--- src/hdl/mvns_pkg.sv ---
`timescale 1ns / 1ps
// ----------------------------------------------------------------------------
// mvns_pkg: shared types and constants for the vertex normal smoother
// Item, result and control types used by the datapath and the testbench.
// ----------------------------------------------------------------------------
package mvns_pkg;

   localparam int VertexCount    = 4096;
   localparam int VertexIdxW     = 12;
   localparam int FacesPerVertex = 6;
   localparam int TallyW         = 3;
   localparam int PosW           = 24;
   localparam int SumW           = 19;
   localparam int NormW          = 16;
   localparam int OneQ14         = 16384;

   typedef enum logic [1:0] {
      KIND_LOAD  = 2'd0,
      KIND_TRI   = 2'd1,
      KIND_QUERY = 2'd2,
      KIND_NONE  = 2'd3
   } kind_type;

   typedef struct packed {
      logic [1:0]            kind;
      logic [VertexIdxW-1:0] vertex_index;
      logic signed [PosW-1:0] pos_x;
      logic signed [PosW-1:0] pos_y;
      logic signed [PosW-1:0] pos_z;
      logic [VertexIdxW-1:0] corner_a;
      logic [VertexIdxW-1:0] corner_b;
      logic [VertexIdxW-1:0] corner_c;
   } req_type;

   typedef struct packed {
      logic signed [NormW-1:0] normal_x;
      logic signed [NormW-1:0] normal_y;
      logic signed [NormW-1:0] normal_z;
      logic [TallyW-1:0]       faces_counted;
   } rsp_type;

   typedef enum logic [4:0] {
      ST_IDLE,
      ST_PRD_A, ST_PRD_B, ST_PRD_C, ST_PRD_W,
      ST_EDGE, ST_CR0, ST_CR1, ST_CR2, ST_FN_START, ST_FN_WAIT,
      ST_SRD, ST_SWAIT, ST_SWR,
      ST_QRD, ST_QWAIT, ST_QN_WAIT, ST_RSP
   } state_type;

   typedef enum logic [2:0] {
      NS_IDLE, NS_SHIFT, NS_SQ, NS_SQRT, NS_DIV, NS_DONE
   } norm_state_type;

endpackage

--- src/hdl/mvns_normalizer.sv ---
`timescale 1ns / 1ps
// ----------------------------------------------------------------------------
// mvns_normalizer: multi-cycle vector normalizer
// Shifts magnitudes below 2^30, takes an integer square root of the squared
// length one bit per cycle, then divides each scaled component one bit per
// cycle with rounding to Q1.14.
// ----------------------------------------------------------------------------
module mvns_normalizer (
   input  logic                          clock,
   input  logic                          reset,
   input  logic                          start,
   input  logic signed [63:0]            vec_x,
   input  logic signed [63:0]            vec_y,
   input  logic signed [63:0]            vec_z,
   output logic                          done,
   output logic signed [mvns_pkg::NormW-1:0] unit_x,
   output logic signed [mvns_pkg::NormW-1:0] unit_y,
   output logic signed [mvns_pkg::NormW-1:0] unit_z
);
   import mvns_pkg::*;

   norm_state_type state_ff, state_in;
   logic [63:0] mag_ff [3];
   logic [63:0] mag_in [3];
   logic [2:0]  neg_ff, neg_in;
   logic [1:0]  idx_ff, idx_in;
   logic [6:0]  cnt_ff, cnt_in;
   logic [63:0] sq_ff, sq_in;
   logic [63:0] rem_ff, rem_in;
   logic [31:0] root_ff, root_in;
   logic [46:0] num_ff, num_in;
   logic [46:0] drem_ff, drem_in;
   logic [15:0] quo_ff [3];
   logic [15:0] quo_in [3];
   logic [15:0] q_ff, q_in;
   logic [61:0] prod;
   logic [65:0] trial;
   logic [47:0] dtrial;
   logic [63:0] maxm;

   always_ff @(posedge clock) begin
      if (reset) begin
         state_ff <= NS_IDLE;
      end else begin
         state_ff <= state_in;
      end
      mag_ff  <= mag_in;
      neg_ff  <= neg_in;
      idx_ff  <= idx_in;
      cnt_ff  <= cnt_in;
      sq_ff   <= sq_in;
      rem_ff  <= rem_in;
      root_ff <= root_in;
      num_ff  <= num_in;
      drem_ff <= drem_in;
      quo_ff  <= quo_in;
      q_ff    <= q_in;
   end

   always_comb begin
      logic [63:0] m;
      m = mag_ff[idx_ff];
      prod = m[30:0] * m[30:0];
      maxm = mag_ff[0];
      if (mag_ff[1] > maxm) maxm = mag_ff[1];
      if (mag_ff[2] > maxm) maxm = mag_ff[2];
   end

   always_comb begin
      state_in = state_ff;
      mag_in   = mag_ff;
      neg_in   = neg_ff;
      idx_in   = idx_ff;
      cnt_in   = cnt_ff;
      sq_in    = sq_ff;
      rem_in   = rem_ff;
      root_in  = root_ff;
      num_in   = num_ff;
      drem_in  = drem_ff;
      quo_in   = quo_ff;
      q_in     = q_ff;
      trial    = '0;
      dtrial   = '0;
      unique case (state_ff)
         NS_IDLE: begin
            if (start) begin
               neg_in[0] = vec_x[63];
               neg_in[1] = vec_y[63];
               neg_in[2] = vec_z[63];
               mag_in[0] = vec_x[63] ? 64'(-vec_x) : 64'(vec_x);
               mag_in[1] = vec_y[63] ? 64'(-vec_y) : 64'(vec_y);
               mag_in[2] = vec_z[63] ? 64'(-vec_z) : 64'(vec_z);
               state_in  = NS_SHIFT;
            end
         end
         // shift all magnitudes right one bit a cycle until below 2^30
         NS_SHIFT: begin
            if (maxm[63:30] != '0) begin
               mag_in[0] = mag_ff[0] >> 1;
               mag_in[1] = mag_ff[1] >> 1;
               mag_in[2] = mag_ff[2] >> 1;
            end else begin
               idx_in   = '0;
               sq_in    = '0;
               state_in = NS_SQ;
            end
         end
         // accumulate squares, one component a cycle
         NS_SQ: begin
            sq_in = sq_ff + 64'(prod);
            if (idx_ff == 2'd2) begin
               rem_in   = '0;
               root_in  = '0;
               cnt_in   = 7'd32;
               state_in = NS_SQRT;
            end else begin
               idx_in = idx_ff + 2'd1;
            end
         end
         // restoring square root, one result bit a cycle
         NS_SQRT: begin
            trial = {rem_ff[63:0], sq_ff[63:62]} - {32'd0, root_ff, 2'b01};
            if (!trial[65]) begin
               rem_in  = trial[63:0];
               root_in = {root_ff[30:0], 1'b1};
            end else begin
               rem_in  = {rem_ff[61:0], sq_ff[63:62]};
               root_in = {root_ff[30:0], 1'b0};
            end
            sq_in  = {sq_ff[61:0], 2'b00};
            cnt_in = cnt_ff - 7'd1;
            if (cnt_ff == 7'd1) begin
               idx_in   = '0;
               cnt_in   = 7'd0;
               state_in = NS_DIV;
            end
         end
         // long division of m*16384 + len/2 by len, one bit a cycle
         NS_DIV: begin
            if (root_ff == '0) begin
               quo_in[0] = '0; quo_in[1] = '0; quo_in[2] = '0;
               state_in  = NS_DONE;
            end else if (cnt_ff == 7'd0) begin
               num_in  = {mag_ff[idx_ff][29:0], 14'd0} + 47'(root_ff[31:1]);
               drem_in = '0;
               q_in    = '0;
               cnt_in  = 7'd47;
            end else begin
               dtrial = {drem_ff, num_ff[46]} - {16'd0, root_ff};
               if (!dtrial[47]) begin
                  drem_in = dtrial[46:0];
                  q_in    = {q_ff[14:0], 1'b1};
               end else begin
                  drem_in = {drem_ff[45:0], num_ff[46]};
                  q_in    = {q_ff[14:0], 1'b0};
               end
               num_in = {num_ff[45:0], 1'b0};
               cnt_in = cnt_ff - 7'd1;
               if (cnt_ff == 7'd1) begin
                  quo_in[idx_ff] = q_in;
                  if (idx_ff == 2'd2) begin
                     state_in = NS_DONE;
                  end else begin
                     idx_in = idx_ff + 2'd1;
                  end
               end
            end
         end
         NS_DONE: state_in = NS_IDLE;
         default: state_in = NS_IDLE;
      endcase
   end

   assign done   = (state_ff == NS_DONE);
   assign unit_x = neg_ff[0] ? -$signed(quo_ff[0]) : $signed(quo_ff[0]);
   assign unit_y = neg_ff[1] ? -$signed(quo_ff[1]) : $signed(quo_ff[1]);
   assign unit_z = neg_ff[2] ? -$signed(quo_ff[2]) : $signed(quo_ff[2]);

endmodule

--- config.mk ---
export PLATFORM = sky130hd
export DESIGN_NAME = mvns_normalizer
export DESIGN_NICKNAME = d
export VERILOG_FILES = /design/src/hdl/mvns_pkg.sv /design/src/hdl/mvns_normalizer.sv
export SDC_FILE = /design/constraint.sdc
export NUM_CORES = 2
export LEC_CHECK = 0
export BUFFER_PORTS_ARGS = -buffer_cell sky130_fd_sc_hd__clkbuf_2
export CAP_MARGIN = 20
export CORE_MARGIN = 5
export CORE_UTILIZATION = 65
export CTS_BUF_LIST = sky130_fd_sc_hd__clkbuf_16
export CTS_CLUSTER_DIAMETER = 50
export DETAILED_ROUTE_END_ITERATION = 16
export HOLD_SLACK_MARGIN = 0.1
export PLACE_DENSITY_LB_ADDON = 0.15
export REMOVE_ABC_BUFFERS = 1
export SETUP_SLACK_MARGIN = 0.2
export SLEW_MARGIN = 40
export SYNTH_ARGS = -nofsm -noshare
export SYNTH_HDL_FRONTEND = slang
export SYNTH_SLANG_ARGS = --single-unit
--- constraint.sdc ---
create_clock -name clock -period 12.1 [get_ports clock]
set_input_delay 2.42 -clock clock [delete_from_list [all_inputs] [get_ports clock]]
set_output_delay 2.42 -clock clock [all_outputs]
set_load 0.02 [all_outputs]
==> flow_metrics.py <==
metrics = {
    "placed_design": {
        "hpwlAfterDp_mm": 148,
        "dpl_cell_area_sq_um": 67200,
        "gp_congestion": 0.990,
        "dp_cells": 8302,
        "port_buffers": 243,
    },
    "setup_path": {
        "slowest_delay_ns": 0.80,
        "cp_common_cell": "fa_1",
        "critPathMaxFanout": 34,
        "cp.arrival_ns": 11.22,
        "required_ns": 12.49,
        "crit_buf_inv": 9,
        "crit_slowest_cell": "clkinv_1",
        "critical_path.top_delay_family": "adder cells",
        "worstSetupPathType": "reg -> reg",
        "cp-end-kind": "register",
        "cp-start-kind": "register",
    },
    "clock_tree": {
        "cts_resized": 0,
        "clk_latency_ns": 0.68,
        "post-cts-setup-buffers": 0,
        "cts_sinks": 524,
        "cts_buffers": 83,
        "cts_tree": "built",
        "cts.clk_slew.worst_paths_ns": 0.06,
        "clock-root-buffer": "clkbuf_16",
        "cts_max_path_buffers": 3,
        "cts-htree-levels": 3,
        "holdBufCountCts": 0,
    },
    "timing": {
        "slew_viol_final": 0,
        "finalSetupViolations": 0,
        "finalClockSkew_ns": 0.0738,
        "rsz0062_at_grt": "no",
        "hold_slack_ns": 0.521,
        "final_hold_viol_count": 0,
        "maxSlewHeadroom_pct": 37.2,
        "min_period_over_period_pct": 89.6,
        "fin_crit_ns": 10.84,
        "tightest_slew_ns": 0.941,
        "timing.fmax_mhz": 92.3,
    },
    "floorplanning": {
        "ioPinCount": 244,
        "die-area_sq_um": 106000,
        "start_util_pct": 65.5,
        "fp.dieH_microns": 325,
        "core_sq_um": 98400,
        "rows": 115,
        "die_x_microns": 325,
    },
    "detailed_routing": {
        "drtPass1Iterations": 6,
        "vias": 51900,
        "vias_per_cell": 6.13,
        "wl_mm": 190,
        "drtIter0Drc": 5510,
        "drc_errors": 0,
        "ant_nets": 0,
        "avgRoutedWirePerCell_microns": 22.4,
    },
    "global_routing": {
        "grt_pass1_vias": 52700,
        "antenna_found_initial": 10,
        "grt_max_degree": 137,
        "gr-usage-all-layers_pct": 35.8,
        "grt_pass1_wl_mm": 296,
        "grt_overflow": 0,
    },
    "yosys": {
        "synth_area_sq_um": 64500,
        "ys_ff_latch": 524,
        "syn_inst": 6953,
        "syn_avg_cell_area_sq_um": 9.27,
        "yosysSeqAreaShare_pct": 24.4,
        "synthFlopType": "edfxtp_1",
        "synth_cell_type_count": 79,
        "synth_edf_count": 521,
        "async_reset_ff_share_pct": 0,
        "ys_warn_count": 0,
    },
    "finish": {
        "fin_cells": 8464,
        "utilization_pct": 71.2,
        "drive_gt1_share_pct": 7.91,
        "fin_area_sq_um": 70100,
        "final_common_cell": "inv_1",
        "layout_common_cells": "1200 x inv_1, 803 x fa_1, 749 x nand2_1",
        "fin_nets": 8588,
        "area_delta_synth_final_pct": 8.74,
    },
    "min_path": {
        "hp-class": "reg -> reg",
    },
    "status": {
        "status": "complete, no violations",
    },
    "flow_run": {
        "cap_violations": 0,
    },
}
## worst paths after layout
path | cells past startpoint | startpoint | slack [ns] | endpoint
hold / removal | 2 | num_ff[19] | 0.52 | num_ff[20]
hold reg to reg | 2 | num_ff[19] | 0.52 | num_ff[20]
setup / recovery | 32 | idx_ff[0] | 1.26 | sq_ff[56]
setup reg to reg | 32 | idx_ff[0] | 1.26 | sq_ff[56]
## kinds of logic after synthesis
logic type / Yosys count / share of synthesized area, %
AOI/OAI and AO/OA: 1164 / 10.9
xor gates and xnor gates: 411 / 5.58
adders and majority gates: 1294 / 34.5
buffers and inverters: 1477 / 8.63
DFF: 524 / 24.4
muxes: 181 / 2.82
and+or+nand+nor: 1902 / 13.2
## synth_stat cells, drive strengths merged, types with 9 or more instances
cell	count	area, sq um
inv	1207	4530
nor2b	27	169
a21o	83	623
nand2	751	2820
xor2	258	2260
a31oi	17	106
a21boi	13	97.6
nor4	66	432
xnor2	153	1340
or3	69	442
nand3	78	390
a31o	11	96.3
o21a	18	135
or2	19	119
o21bai	31	233
and2	23	144
nand2b	32	200
nand4	56	350
o22ai	21	131
or4	51	394
o31ai	91	697
nor3	65	325
a211oi	37	278
o21ai	448	2240
o211ai	21	163
edfxtp	521	15600
buf	29	129
clkbuf	235	882
a21oi	283	1420
fa	803	16100
mux2i	176	1760
nor2	600	2250
o41ai	28	245
a2111oi	9	97.6
and3	26	163
ha	490	6130
## worst reg2reg max path: cells and delay by family (launching register included)
| kind | cells | cell delay (ns) |
|---|---|---|
| compound gates | 9 | 2.59 |
| xor+xnor | 1 | 0.16 |
| mux | 1 | 0.29 |
| fa+ha+maj | 9 | 4.24 |
| simple gates | 3 | 0.64 |
| flops | 1 | 0.39 |
| buf+inv | 9 | 2.24 |
## per-stage QoR
step,TNS (ns),worst slack [ns]
after CTS,0,1.60
after detailed placement,0,1.63
after global placement,0,1.73
after floorplan,-5144.53,-27.41
after global routing,0,1.03
final,0,1.26
## flip-flops by register name (all words and copies together) (netlist names)
signal and flops:
quo_ff 48, sq_ff 64, drem_ff 47, root_ff 32, q_ff 15, idx_ff 2
mag_ff 192, num_ff 47, state_ff 3, cnt_ff 7, rem_ff 64, neg_ff 3
## layer usage
layer | share of wire [%] | GRT usage [%] | vias to the layer above
met5 | 0.014 | 0 | -
met4 | 5.0 | 15.3 | 4
met3 | 11 | 9.13 | 600
met2 | 45 | 56.7 | 2699
met1 | 39 | 47.4 | 25300
li1 | - | - | 23300
## area by class of cell
class / count / area [sq um]
antenna: 10 / 25.0
clock buffer: 83 / 2080
clock inverter: 69 / 793
fill: 7597 / 28300
inverter: 1213 / 4550
multi-input combinational: 4952 / 43400
sequential: 524 / 15700
tap: 1287 / 1610
timing repair buffer: 326 / 1910
Power is left out: the tool's default activity adds up to more than one toggle a clock period on the data nets, which glitch-free logic cannot reach.
